`config.mk`:
```
export PLATFORM = sky130hd
export DESIGN_NAME = goal_handoff_lifecycle_fsm_top_flat
export DESIGN_NICKNAME = d
export VERILOG_FILES = /design/src/rtl/ghl_pkg.sv /design/src/rtl/ghl_req_if.sv /design/src/rtl/ghl_rsp_if.sv /design/src/rtl/goal_handoff_lifecycle_fsm_top.sv /design/src/rtl/ghl_step.sv /design/src/flat_wrapper.sv
export VERILOG_INCLUDE_DIRS = /design/src /design/src/rtl
export SDC_FILE = /design/constraint.sdc
export NUM_CORES = 1
export LEC_CHECK = 0
export BUFFER_PORTS_ARGS = -buffer_cell sky130_fd_sc_hd__buf_2
export CORE_ASPECT_RATIO = 0.7
export CORE_MARGIN = 2
export CORE_UTILIZATION = 43
export DETAILED_ROUTE_END_ITERATION = 12
export HOLD_SLACK_MARGIN = 0.03
export PLACE_DENSITY = 0.73
export SLEW_MARGIN = 20
export SYNTH_ARGS = -nofsm -noshare
export SYNTH_HDL_FRONTEND = slang
export SYNTH_SLANG_ARGS = --single-unit
```
`constraint.sdc`:
```
create_clock -name clock -period 10.6 [get_ports clock]
set_clock_uncertainty 0.2 [all_clocks]
set_input_delay 2.12 -clock clock [delete_from_list [all_inputs] [get_ports clock]]
set_output_delay 2.12 -clock clock [all_outputs]
set_load 0.01 [all_outputs]
```
`src/rtl/assert_macros.svh`:
```
// Assertion helpers for the RTL.
`ifndef ASSERT_MACROS_SVH
`define ASSERT_MACROS_SVH

// Same-cycle implication.
`define ASSERT_IMPLIES(label, clk, rst, ante, cons) \
   label: assert property (@(posedge clk) disable iff (rst) (ante) |-> (cons)) \
      else $error("assertion failed: label");

// Next-cycle implication.
`define ASSERT_NEXT(label, clk, rst, ante, cons) \
   label: assert property (@(posedge clk) disable iff (rst) (ante) |=> (cons)) \
      else $error("assertion failed: label");

`endif

```
`src/rtl/ghl_pkg.sv`:
```
package ghl_pkg;

   localparam int ID_BITS_DEFAULT = 32;
   localparam int GOAL_ID_BITS    = 32;
   localparam int SEQ_BITS        = 64;
   localparam int TAG_BITS        = 8;
   localparam int NUM_STATES      = 12;

   typedef enum logic [3:0] {
      ST_IDLE       = 4'd0,
      ST_WAITING    = 4'd1,
      ST_SENDING    = 4'd2,
      ST_ACCEPTED   = 4'd3,
      ST_EXECUTING  = 4'd4,
      ST_CANCELING  = 4'd5,
      ST_SUCCEEDED  = 4'd6,
      ST_REJECTED   = 4'd7,
      ST_ABORTED    = 4'd8,
      ST_CANCELED   = 4'd9,
      ST_TIMED_OUT  = 4'd10,
      ST_ERROR      = 4'd11
   } life_state_type;

   typedef enum logic [3:0] {
      OP_BEGIN            = 4'd0,
      OP_SERVER_AVAILABLE = 4'd1,
      OP_ACCEPTED         = 4'd2,
      OP_EXECUTING        = 4'd3,
      OP_CANCEL           = 4'd4,
      OP_SUCCEEDED        = 4'd5,
      OP_REJECTED         = 4'd6,
      OP_ABORTED          = 4'd7,
      OP_CANCELED         = 4'd8,
      OP_TIMED_OUT        = 4'd9,
      OP_ERROR            = 4'd10,
      OP_RESET            = 4'd11
   } op_type;

   typedef enum logic [4:0] {
      RC_TAG              = 5'd0,
      RC_ID_EMPTY         = 5'd1,
      RC_ALREADY_ACTIVE   = 5'd2,
      RC_GOAL_RECEIVED    = 5'd3,
      RC_SERVER_AVAILABLE = 5'd4,
      RC_GOAL_ACCEPTED    = 5'd5,
      RC_GOAL_EXECUTING   = 5'd6,
      RC_CANCEL_BEFORE    = 5'd7,
      RC_CANCEL_REQUESTED = 5'd8,
      RC_GOAL_SUCCEEDED   = 5'd9,
      RC_GOAL_REJECTED    = 5'd10,
      RC_GOAL_ABORTED     = 5'd11,
      RC_GOAL_CANCELED    = 5'd12,
      RC_GOAL_TIMED_OUT   = 5'd13,
      RC_HANDOFF_ERROR    = 5'd14,
      RC_ALREADY_IDLE     = 5'd15,
      RC_NO_RESET         = 5'd16,
      RC_IDLE             = 5'd17,
      RC_INVALID          = 5'd18
   } reason_type;

   // bit t of row f: step f -> t is legal
   localparam logic [NUM_STATES-1:0] ALLOW_ROW [NUM_STATES] = '{
      12'b1000_0000_0010,
      12'b1110_1000_0100,
      12'b1110_1000_1000,
      12'b1111_0111_0000,
      12'b1111_0110_0000,
      12'b1111_0100_0000,
      12'b0000_0000_0011,
      12'b0000_0000_0011,
      12'b0000_0000_0011,
      12'b0000_0000_0011,
      12'b0000_0000_0011,
      12'b0000_0000_0011
   };

   typedef struct packed {
      life_state_type            life_state;
      logic [GOAL_ID_BITS-1:0]   held_id;
      logic [SEQ_BITS-1:0]       seq;
      reason_type                last_code;
      logic [TAG_BITS-1:0]       last_tag;
   } ctx_type;

   typedef struct packed {
      logic                      accepted_ok;
      logic [3:0]                prev_state;
      logic [3:0]                new_state;
      logic [GOAL_ID_BITS-1:0]   current_goal_id;
      logic [SEQ_BITS-1:0]       goal_sequence;
      logic [4:0]                reason_code;
      logic [TAG_BITS-1:0]       reason_tag;
   } rsp_type;

   function automatic logic step_allowed(life_state_type from_st, life_state_type to_st);
      logic [NUM_STATES-1:0] row;
      row = ALLOW_ROW[from_st];
      return (from_st == to_st) || row[to_st];
   endfunction

   function automatic logic goal_in_flight(life_state_type st);
      return (st >= ST_WAITING) && (st <= ST_CANCELING);
   endfunction

   function automatic logic goal_finished(life_state_type st);
      return (st >= ST_SUCCEEDED) && (st <= ST_ERROR);
   endfunction

endpackage

```
`src/rtl/ghl_req_if.sv`:
```
interface ghl_req_if;
   logic        valid;
   logic        ready;
   logic [3:0]  op;
   logic [31:0] goal_id;
   logic [7:0]  caller_reason;

   modport source (output valid, output op, output goal_id, output caller_reason,
                   input ready);
   modport sink   (input valid, input op, input goal_id, input caller_reason,
                   output ready);
endinterface

```
`src/rtl/ghl_rsp_if.sv`:
```
interface ghl_rsp_if;
   logic        valid;
   logic        ready;
   logic        accepted_ok;
   logic [3:0]  prev_state;
   logic [3:0]  new_state;
   logic [31:0] current_goal_id;
   logic [63:0] goal_sequence;
   logic [4:0]  reason_code;
   logic [7:0]  reason_tag;

   modport source (output valid, output accepted_ok, output prev_state, output new_state,
                   output current_goal_id, output goal_sequence, output reason_code,
                   output reason_tag, input ready);
   modport sink   (input valid, input accepted_ok, input prev_state, input new_state,
                   input current_goal_id, input goal_sequence, input reason_code,
                   input reason_tag, output ready);
endinterface

```
`src/rtl/goal_handoff_lifecycle_fsm_top.sv`:
```
// Goal hand-off lifecycle machine.
// req channel: one transaction per lifecycle event (op, goal_id, caller_reason).
// rsp channel: exactly one transaction per event, in order: accepted_ok,
//   prev_state, new_state, current_goal_id, goal_sequence, reason_code,
//   reason_tag.
// Path: an event accepted on req is captured in the input register; when it
//   advances it is checked against the transition table and applied to the
//   lifecycle state, and its result is stored in the result register, which
//   presents it on rsp until the receiver takes it.
// Throughput: one event per cycle while rsp is not stalled; the only loop is
//   the table check and update of the lifecycle state register.
// Stall: while a result waits on rsp, one further event is still taken into
//   the input register; req.ready then drops until rsp moves again.
// Reset (synchronous, active high): state idle, stored id 0, sequence 0,
//   both stages empty. No clearing pass; events are taken the cycle after.
// ID_BITS: number of low goal_id bits that are kept; values above 32 keep all 32.
module goal_handoff_lifecycle_fsm_top #(
   parameter int ID_BITS = ghl_pkg::ID_BITS_DEFAULT
) (
   input logic        clock,
   input logic        reset,
   ghl_req_if.sink    req,
   ghl_rsp_if.source  rsp
);
   import ghl_pkg::*;
   `include "assert_macros.svh"

   logic                    in_valid_ff;
   logic [3:0]              op_ff;
   logic [GOAL_ID_BITS-1:0] gid_ff;
   logic [TAG_BITS-1:0]     tag_ff;
   ctx_type                 ctx_ff;
   ctx_type                 ctx_in;
   logic                    out_valid_ff;
   rsp_type                 rsp_ff;
   rsp_type                 rsp_in;
   logic                    advance;
   logic                    take;

   assign advance   = in_valid_ff && (!out_valid_ff || rsp.ready);
   assign req.ready = !reset && (!in_valid_ff || advance);
   assign take      = req.valid && req.ready;

   ghl_step #(
      .ID_BITS (ID_BITS)
   ) u_step (
      .ctx           (ctx_ff),
      .op            (op_ff),
      .goal_id       (gid_ff),
      .caller_reason (tag_ff),
      .ctx_next      (ctx_in),
      .rsp           (rsp_in)
   );

   always_ff @(posedge clock) begin
      if (reset) begin
         in_valid_ff <= 1'b0;
      end else if (req.ready) begin
         in_valid_ff <= req.valid;
      end
      if (take) begin
         op_ff  <= req.op;
         gid_ff <= req.goal_id;
         tag_ff <= req.caller_reason;
      end
   end

   always_ff @(posedge clock) begin
      if (reset) begin
         ctx_ff.life_state <= ST_IDLE;
         ctx_ff.held_id    <= '0;
         ctx_ff.seq        <= '0;
         ctx_ff.last_code  <= RC_IDLE;
         ctx_ff.last_tag   <= '0;
      end else if (advance) begin
         ctx_ff <= ctx_in;
      end
   end

   always_ff @(posedge clock) begin
      if (reset) begin
         out_valid_ff <= 1'b0;
      end else if (advance) begin
         out_valid_ff <= 1'b1;
      end else if (rsp.ready) begin
         out_valid_ff <= 1'b0;
      end
      if (advance) begin
         rsp_ff <= rsp_in;
      end
   end

   assign rsp.valid           = out_valid_ff;
   assign rsp.accepted_ok     = rsp_ff.accepted_ok;
   assign rsp.prev_state      = rsp_ff.prev_state;
   assign rsp.new_state       = rsp_ff.new_state;
   assign rsp.current_goal_id = rsp_ff.current_goal_id;
   assign rsp.goal_sequence   = rsp_ff.goal_sequence;
   assign rsp.reason_code     = rsp_ff.reason_code;
   assign rsp.reason_tag      = rsp_ff.reason_tag;

   `ASSERT_NEXT(a_refused_keeps_ctx, clock, reset,
      advance && !rsp_in.accepted_ok, ctx_ff == $past(ctx_ff))
   `ASSERT_NEXT(a_reason_recorded, clock, reset,
      advance && rsp_in.accepted_ok && !(op_ff == OP_RESET && ctx_ff.life_state == ST_IDLE),
      ctx_ff.last_code == $past(rsp_in.reason_code) && ctx_ff.last_tag == $past(rsp_in.reason_tag))
   `ASSERT_IMPLIES(a_move_needs_ok, clock, reset,
      out_valid_ff && rsp_ff.new_state != rsp_ff.prev_state, rsp_ff.accepted_ok)
   `ASSERT_NEXT(a_seq_steps_by_one, clock, reset, advance,
      ctx_ff.seq == $past(ctx_ff.seq) || ctx_ff.seq == $past(ctx_ff.seq) + SEQ_BITS'(1))

endmodule

```
`src/rtl/ghl_step.sv`:
```
module ghl_step #(
   parameter int ID_BITS = ghl_pkg::ID_BITS_DEFAULT
) (
   input  ghl_pkg::ctx_type                    ctx,
   input  logic [3:0]                          op,
   input  logic [ghl_pkg::GOAL_ID_BITS-1:0]    goal_id,
   input  logic [ghl_pkg::TAG_BITS-1:0]        caller_reason,
   output ghl_pkg::ctx_type                    ctx_next,
   output ghl_pkg::rsp_type                    rsp
);
   import ghl_pkg::*;

   localparam int KEEP_BITS = (ID_BITS < GOAL_ID_BITS) ? ID_BITS : GOAL_ID_BITS;
   localparam logic [GOAL_ID_BITS-1:0] ID_MASK =
      {GOAL_ID_BITS{1'b1}} >> (GOAL_ID_BITS - KEEP_BITS);

   logic [GOAL_ID_BITS-1:0] gid;
   life_state_type          prev;
   life_state_type          target;
   reason_type              code;
   logic [TAG_BITS-1:0]     rtag;
   logic                    ok;
   logic                    uses_tag;
   logic                    keep_reason;

   assign gid  = goal_id & ID_MASK;
   assign prev = ctx.life_state;

   always_comb begin
      target   = prev;
      code     = RC_INVALID;
      uses_tag = 1'b0;
      unique case (op) inside
         OP_SERVER_AVAILABLE: begin target = ST_SENDING;   code = RC_SERVER_AVAILABLE; end
         OP_ACCEPTED:         begin target = ST_ACCEPTED;  code = RC_GOAL_ACCEPTED;    end
         OP_EXECUTING:        begin target = ST_EXECUTING; code = RC_GOAL_EXECUTING;   end
         OP_CANCEL: begin
            target = ST_CANCELING; code = RC_CANCEL_REQUESTED; uses_tag = 1'b1;
         end
         OP_SUCCEEDED:        begin target = ST_SUCCEEDED; code = RC_GOAL_SUCCEEDED;   end
         OP_REJECTED: begin
            target = ST_REJECTED;  code = RC_GOAL_REJECTED;  uses_tag = 1'b1;
         end
         OP_ABORTED: begin
            target = ST_ABORTED;   code = RC_GOAL_ABORTED;   uses_tag = 1'b1;
         end
         OP_CANCELED: begin
            target = ST_CANCELED;  code = RC_GOAL_CANCELED;  uses_tag = 1'b1;
         end
         OP_TIMED_OUT: begin
            target = ST_TIMED_OUT; code = RC_GOAL_TIMED_OUT; uses_tag = 1'b1;
         end
         OP_ERROR: begin
            target = ST_ERROR;     code = RC_HANDOFF_ERROR;  uses_tag = 1'b1;
         end
         default: begin end
      endcase
   end

   always_comb begin
      ctx_next = ctx;
      ok       = 1'b0;
      rsp      = '0;
      rsp.reason_code = RC_INVALID;
      rtag     = '0;
      unique case (op) inside
         OP_BEGIN: begin
            if (gid == '0) begin
               rsp.reason_code = RC_ID_EMPTY;
            end else if (goal_in_flight(prev)) begin
               rsp.reason_code = RC_ALREADY_ACTIVE;
            end else begin
               ok                  = 1'b1;
               ctx_next.held_id    = gid;
               ctx_next.seq        = ctx.seq + SEQ_BITS'(1);
               ctx_next.life_state = ST_WAITING;
               rsp.reason_code     = RC_GOAL_RECEIVED;
            end
         end
         OP_RESET: begin
            if (prev == ST_IDLE) begin
               ok              = 1'b1;
               rsp.reason_code = RC_ALREADY_IDLE;
            end else if (!goal_finished(prev)) begin
               rsp.reason_code = RC_NO_RESET;
            end else begin
               ok                  = 1'b1;
               ctx_next.life_state = ST_IDLE;
               ctx_next.held_id    = '0;
               rsp.reason_code     = RC_IDLE;
            end
         end
         OP_SERVER_AVAILABLE, OP_ACCEPTED, OP_EXECUTING, OP_CANCEL, OP_SUCCEEDED,
         OP_REJECTED, OP_ABORTED, OP_CANCELED, OP_TIMED_OUT, OP_ERROR: begin
            if (op == OP_CANCEL && (prev == ST_WAITING || prev == ST_SENDING)) begin
               if (step_allowed(prev, ST_CANCELED)) begin
                  ok                  = 1'b1;
                  ctx_next.life_state = ST_CANCELED;
                  rsp.reason_code     = RC_CANCEL_BEFORE;
               end
            end else if (step_allowed(prev, target)) begin
               ok                  = 1'b1;
               ctx_next.life_state = target;
               if (uses_tag && caller_reason != '0) begin
                  rsp.reason_code = RC_TAG;
                  rtag            = caller_reason;
               end else begin
                  rsp.reason_code = code;
               end
            end
         end
         default: begin end
      endcase

      keep_reason = (op == OP_RESET) && (prev == ST_IDLE);
      if (ok && !keep_reason) begin
         ctx_next.last_code = reason_type'(rsp.reason_code);
         ctx_next.last_tag  = rtag;
      end

      rsp.accepted_ok     = ok;
      rsp.prev_state      = prev;
      rsp.new_state       = ctx_next.life_state;
      rsp.current_goal_id = ctx_next.held_id;
      rsp.goal_sequence   = ctx_next.seq;
      rsp.reason_tag      = rtag;
   end

endmodule

```
`src/flat_wrapper.sv`:
```
// flat-port wrapper written by rule: the top's interface ports become plain ports
module goal_handoff_lifecycle_fsm_top_flat import ghl_pkg::*;
#(
   parameter int ID_BITS = ghl_pkg::ID_BITS_DEFAULT
)
  (clock, reset, req_valid, req_op, req_goal_id, req_caller_reason, req_ready, rsp_valid, rsp_accepted_ok, rsp_prev_state, rsp_new_state, rsp_current_goal_id, rsp_goal_sequence, rsp_reason_code, rsp_reason_tag, rsp_ready);
  ghl_req_if req_i ();
  ghl_rsp_if rsp_i ();
  input logic clock;
  input logic reset;
  input wire logic [$bits(req_i.valid)-1:0] req_valid;
  input wire logic [$bits(req_i.op)-1:0] req_op;
  input wire logic [$bits(req_i.goal_id)-1:0] req_goal_id;
  input wire logic [$bits(req_i.caller_reason)-1:0] req_caller_reason;
  output wire logic [$bits(req_i.ready)-1:0] req_ready;
  output wire logic [$bits(rsp_i.valid)-1:0] rsp_valid;
  output wire logic [$bits(rsp_i.accepted_ok)-1:0] rsp_accepted_ok;
  output wire logic [$bits(rsp_i.prev_state)-1:0] rsp_prev_state;
  output wire logic [$bits(rsp_i.new_state)-1:0] rsp_new_state;
  output wire logic [$bits(rsp_i.current_goal_id)-1:0] rsp_current_goal_id;
  output wire logic [$bits(rsp_i.goal_sequence)-1:0] rsp_goal_sequence;
  output wire logic [$bits(rsp_i.reason_code)-1:0] rsp_reason_code;
  output wire logic [$bits(rsp_i.reason_tag)-1:0] rsp_reason_tag;
  input wire logic [$bits(rsp_i.ready)-1:0] rsp_ready;
  assign req_i.valid = req_valid;
  assign req_i.op = req_op;
  assign req_i.goal_id = req_goal_id;
  assign req_i.caller_reason = req_caller_reason;
  assign req_ready = req_i.ready;
  assign rsp_valid = rsp_i.valid;
  assign rsp_accepted_ok = rsp_i.accepted_ok;
  assign rsp_prev_state = rsp_i.prev_state;
  assign rsp_new_state = rsp_i.new_state;
  assign rsp_current_goal_id = rsp_i.current_goal_id;
  assign rsp_goal_sequence = rsp_i.goal_sequence;
  assign rsp_reason_code = rsp_i.reason_code;
  assign rsp_reason_tag = rsp_i.reason_tag;
  assign rsp_i.ready = rsp_ready;
  goal_handoff_lifecycle_fsm_top #(.ID_BITS(ID_BITS)) u_core (.clock(clock), .reset(reset), .req(req_i), .rsp(rsp_i));
endmodule
```
# Word-level counts from Yosys, hierarchy flattened
# Memories as Yosys holds them, arrays and structs flattened.
# Cells that the tools add are included.
# word_totals
ff_bits	264
latch_bits	0
ramBits	0
romBits	192
input_bits	48
output_inout_bits	120
wordCells	101
n_memories	1
# classes
addsub	1
n_mul	0
div_mod_pow	0
n_lt_le_gt_ge	6
n_eq_ne	15
n_shift	0
n_mux	36
bitwise	4
reduce_logical	23
# memory_table
memory	depth	word_bits	rd	rd_clocked_by_memory_dff	wr	line_no	source
(no name shown)	16	12	1	0	0	ghl_pkg.sv:97	row = ALLOW_ROW[from_st];
# ops
op	count
2-to-1 mux 100 bit	2
2-to-1 mux 36 bit	2
adder 64 x 1 -> 64 bit (second input constant)	1
2-to-1 mux 64 bit	1
one-hot mux 32 bit (2 select lines)	1
one-hot mux 5 bit (10 select lines)	1
one-hot mux 4 bit (10 select lines)	1
zero test 32 bit	1
2-to-1 mux 5 bit	5
2-to-1 mux 12 bit	2
equality test 4 bit (second input constant)	5
equality test 4 x 3 -> 1 bit (second input constant)	4
one-hot mux 5 bit (3 select lines)	1
2-to-1 mux 1 bit	13
equality test 4 x 2 -> 1 bit (second input constant)	3
2-to-1 mux 4 bit	3
one-hot mux 4 bit (3 select lines)	1
OR reduction 10 bit	1
equality test 4 x 1 -> 1 bit (second input constant)	2
zero test 4 bit	2
nonzero test 8 bit	1
logical AND 1 bit	7
OR reduction 6 bit	1
greater-or-equal comparator 5 bit (second input constant)	1
15 further kinds	23

# Logic depth before layout (Yosys ltp)
# depth
depth_word	10
ltp_mapped	14
mapped_depth_nobuf	10

# Cells and area by module
# From an unflattened synthesis, not the netlist that was laid out.
# unflattened
hier_cells	1279
hier_area_um2	13923.4
# by_module_without_submodules
module	instances	cells_each	area_per_inst_um2	seq_area_each_um2
goal_handoff_lifecycle_fsm_top	1	662	9994.6	7166.9
ghl_step	1	617	3928.8	0.0

# Worst setup path before layout
# No wires, ideal clock.
# synth_timing
kind	in2reg
start	input rsp_ready
end	register u_core.ctx_ff[110] (netlist bit)
setup_ns	0.350
arrival_time_ns	6.528
required_ns	10.050
slack_ns	3.522
stages	6
n_path_buf	2
path_cell_list	nor2b_1 nand2b_1 inv_2 clkbuf_1 buf_1 a41oi_1
# synth_between
elab_chain_len	2
# synth_lines
element	line_no	source
from (decl)	flat_wrapper.sv:24	input wire logic [$bits(rsp_i.ready)-1:0] rsp_ready;
logical OR 1 bit	goal_handoff_lifecycle_fsm_top.sv:40	assign advance = in_valid_ff && (!out_valid_ff || rsp.ready);
logical AND 1 bit	goal_handoff_lifecycle_fsm_top.sv:40	
named net u_core.advance	goal_handoff_lifecycle_fsm_top.sv:37	logic advance;
to (signal assigned)	goal_handoff_lifecycle_fsm_top.sv:76	ctx_ff <= ctx_in;
to (decl)	goal_handoff_lifecycle_fsm_top.sv:32	ctx_type ctx_ff;
# The timed path passes the listed nets, and every way through them passes these cells.
# A chain may end at the register's enable or synchronous reset.

# Worst setup path in the final report
# layout_timing
start	input rsp_ready
end	output req_ready
# layout_between
elab_chain_len	4
# layout_lines
element	line_no	source
logical OR 1 bit	goal_handoff_lifecycle_fsm_top.sv:40	
logical AND 1 bit	goal_handoff_lifecycle_fsm_top.sv:40	
logical OR 1 bit	goal_handoff_lifecycle_fsm_top.sv:41	assign req.ready = !reset && (!in_valid_ff || advance);
logical AND 1 bit	goal_handoff_lifecycle_fsm_top.sv:41	
to (decl)	flat_wrapper.sv:15	output wire logic [$bits(req_i.ready)-1:0] req_ready;
# No other way between the ends.

==> reports/summary.md <==
Layout
* **total area of sequential cells** 6907 um^2
* **area of the multi-input gates** 4481 um^2
* **ratio of cells with drive above 1 in the final layout** 20.65%
* **number of nets in the finished design** 1262
* **FILL cells** 2445
* **number of cells in the finished layout apart from fillers** 1596
* **signed area change from the synthesized netlist to the final layout** 16.95%

Timing
* **maximum clock rate** 199.2 MHz
* **final-report max-slew violation count** 0
* **final setup violating endpoints** 0
* **final hold slack** 256.4 ps
* **Final Worst Setup Slack** 5581 ps
* **final total negative setup slack** 0 ps
* **shortest period the worst path allows** 5019 ps
* **final count of hold timing violations** 0
* **relative slew slack** 34.02%
* **share of the clock period used by the worst path after layout** 47.35%
* **slew at the pin with the worst max-slew slack** 989.7 ps
* **setup repair after global routing missed its margin** false

Clocking
* **clk sinks** 264
* **CTS tree** built
* **H-tree levels** 1
* **number of clock buffers inserted by TritonCTS** 27
* **cell at the root of the clock tree** clkbuf_16
* **buffers from clock root to sink, at most** 3
* **clock-pin transition on the worst setup and hold timing paths** 60 ps
* **post-cts gate resize count** 0
* **Clk Latency, worst-skew pair** 560 ps
* **Setup Fix Bufs, Post-CTS** 0
* **hold buffer count at cts** 0

Place
* **post-DP HPWL** 17830 um
* **placed insts** 1543
* **routability congestion estimate** 0.8513
* **input/output buffers** 167
* **worst slack at placement** 5006 ps

Drt
* **ANT nets after route** 0
* **iteration count of the initial detailed-routing pass** 5
* **iteration-0 DRC count of the detailed router** 741
* **via/cell ratio** 5.243
* **Total Routed Length** 26690 um
* **post-DR wirelength/cell** 16.72 um
* **vias post-DR** 8368
* **DRC Markers** 0

Setup path
* **kind of critical path** input pin to output pin
* **Critical Path Source Type** input pin
* **endpoint kind of the worst setup timing path** output pin
* **critical path peak fanout** 4
* **data required time of the critical path** 8280 ps
* **crit path DAT** 2700 ps

Floorplanning
* **Starting Density** 43.82%
* **height of the die** 142.2 um
* **standard-cell rows** 50
* **total I/O pin count** 168
* **chip width** 201.4 um
* **CORE AREA** 26780 um^2
* **area of the die** 28650 um^2

Logic synthesis
* **unique cell type count in the Yosys netlist** 71
* **dominant register cell in the synthesized netlist** edfxtp_1
* **fraction of the mapped netlist area in adder cells** 0.5332%
* **Synth Area in XOR/XNOR** 8.882%
* **multiplexer share of the synthesized area** 0.3092%
* **post-synthesis net count** 1131
* **register bit total from synthesis** 264
* **average cell area after synthesis** 10.88 um^2
* **share of the synthesized area in compound gates (AO/OA/AOI/OAI)** 9.896%
* **share of synthesized area occupied by flip-flops and latches** 58.86%
* **number of enable-type register cells in the synthesized netlist** 162
* **post-synthesis cell count** 1078
* **proportion of register bits with asynchronous set or reset after synthesis** 0%
* **Cell Area, Synth** 11730 um^2
* **Yosys warnings** 0
* **simple-gate share of the synthesized area** 18.37%
* **combinational family with the most area after synthesis** simple AND/OR/NAND/NOR gates

Status
* **status** completed

Pwr
* **worst voltage drop across the vdd grid** 0.0001004 V
* **Pleak** 5.000 nW
* **pwr/cell area** 163.3 nW/um^2

Global route
* **maximum number of pins on one net before global-route repair** 98
* **overall track demand over capacity in global routing** 18.12%
* **antenna violations before repair** 3
* **wire length of the first global-routing pass** 41610 um
* **via count of the first global-routing pass** 7702
* **GRT overflow** 0

Job
* **maxcap violations** 0

Worst hold path
* **type of the most critical hold path** flop to flop

[Yosys cell counts, types with 3 or more instances]
cell | n | area share, %
a211oi_1 | 4 | 0.26
a21oi_1 | 63 | 2.7
a22o_1 | 33 | 2.5
a31oi_1 | 3 | 0.16
and2_1 | 6 | 0.32
and3_1 | 18 | 0.96
and4_1 | 3 | 0.22
buf_1 | 5 | 0.16
buf_2 | 18 | 0.77
clkbuf_1 | 43 | 1.4
dfxtp_1 | 102 | 17
edfxtp_1 | 162 | 41
ha_1 | 5 | 0.53
inv_1 | 16 | 0.51
nand2_1 | 132 | 4.2
nand2b_1 | 7 | 0.37
nand3_1 | 40 | 1.7
nand4_1 | 28 | 1.5
nor2_1 | 111 | 3.6
nor2b_1 | 5 | 0.27
nor3_1 | 20 | 0.85
nor3_4 | 4 | 0.55
nor4_1 | 14 | 0.75
nor4_4 | 4 | 0.73
o211ai_1 | 5 | 0.32
o21ai_0 | 31 | 1.3
or2_2 | 6 | 0.32
or3_1 | 16 | 0.85
xnor2_1 | 62 | 4.6
xor2_1 | 57 | 4.3
[worst max-delay path: stages]
cell     delay, ps
buf_2          100
nor2b_1        200
a21oi_1        120
buf_2          150
[worst paths after layout]
| kind | depth (start not counted) | end | from | slack (ps) |
|---|---|---|---|---|
| min | 2 | u_core.ctx_ff[90] | u_core.ctx_ff[90] | 260 |
| max reg2reg | 8 | u_core.rsp.reason_code[4] | u_core.op_ff[2] | 6550 |
| min reg2reg | 2 | u_core.ctx_ff[90] | u_core.ctx_ff[90] | 260 |
| max | 4 | req_ready | rsp_ready | 5580 |
[report_power, final]
| part | internal, mW | switching, mW | total, mW |
|---|---|---|---|
| sequential | 1.12 | 0.0202 | 1.14 |
| clock | 0.551 | 0.415 | 0.965 |
| combinational | 0.0454 | 0.0870 | 0.132 |
| total | 1.72 | 0.522 | 2.24 |
[layer usage]
layer  global-route usage [%]  part of all wire, %
met1                    27.42                   49
met2                    26.24                   42
met3                    4.396                  7.7
met4                    3.831                  1.7
met5                        0                0.049
[layout make-up]
cell class                 count  share of cell area [%]
antenna                        2                 0.03647
tap                          364                   3.319
timing repair buffer         172                   6.528
clock buffer                  37                   5.726
inverter                      17                  0.5015
sequential                   264                   50.33
multi-input combinational    727                   32.65
clock inverter                13                  0.9117
[metrics by stage]
| step | area (um^2) | total power [mW] | util, % |
|---|---|---|---|
| detailed placement | 12770 | 1.298 | 47.71 |
| CTS | 13680 | 2.264 | 51.11 |
| global placement | 12770 | 1.297 | 47.71 |
| finish | 13720 | 2.242 | 51.25 |
| floorplan | 11730 | 1.245 | - |
| global route | 13720 | 2.315 | 51.23 |
[logic make-up after synthesis]
family | count (synthesis)
mux | 3
fa+ha+maj | 5
simple gates | 429
compound gates | 171
xor+xnor | 119
flops | 264
buf+inv | 87
[state kept, by name, summed over array words and instances, names as in the netlist]
signal and flops:
u_core.ctx_ff 100, u_core.rsp.goal_sequence 64, u_core.gid_ff 32, u_core.rsp.current_goal_id 32, u_core.rsp.reason_tag 8, u_core.tag_ff 8, u_core.rsp.reason_code 5, u_core.op_ff 4
u_core.rsp.new_state 4, u_core.rsp.prev_state 4, u_core.in_valid_ff 1, u_core.rsp.accepted_ok 1, u_core.rsp.valid 1
[layout by cell type, fill, tap and decap left out, types with 5 or more instances in the layout]
| master | Yosys | layout |
|---|---|---|
| edfxtp_1 | 162 | 162 |
| nand2_1 | 132 | 132 |
| xor2_1 | 57 | 57 |
| nor2b_1 | 5 | 5 |
| xnor2_1 | 62 | 62 |
| and2_1 | 6 | 5 |
| a22o_1 | 33 | 33 |
| and3_1 | 18 | 18 |
| clkbuf_1 | 43 | 5 |
| ha_1 | 5 | 5 |
| nor4_1 | 14 | 14 |
| nand2b_1 | 7 | 6 |
| buf_4 | 1 | 5 |
| inv_1 | 16 | 16 |
| a21oi_1 | 63 | 63 |
| nand4_1 | 28 | 28 |
| o211ai_1 | 5 | 5 |
| dfxtp_1 | 102 | 102 |
| buf_2 | 18 | 166 |
| o21ai_0 | 31 | 31 |
| nand3_1 | 40 | 40 |
| or3_1 | 16 | 16 |
| nor2_1 | 111 | 111 |
| clkbuf_16 | 0 | 29 |
| nor3_1 | 20 | 20 |
| or2_2 | 6 | 6 |
No activity file was read; power rests on OpenSTA's default activity.
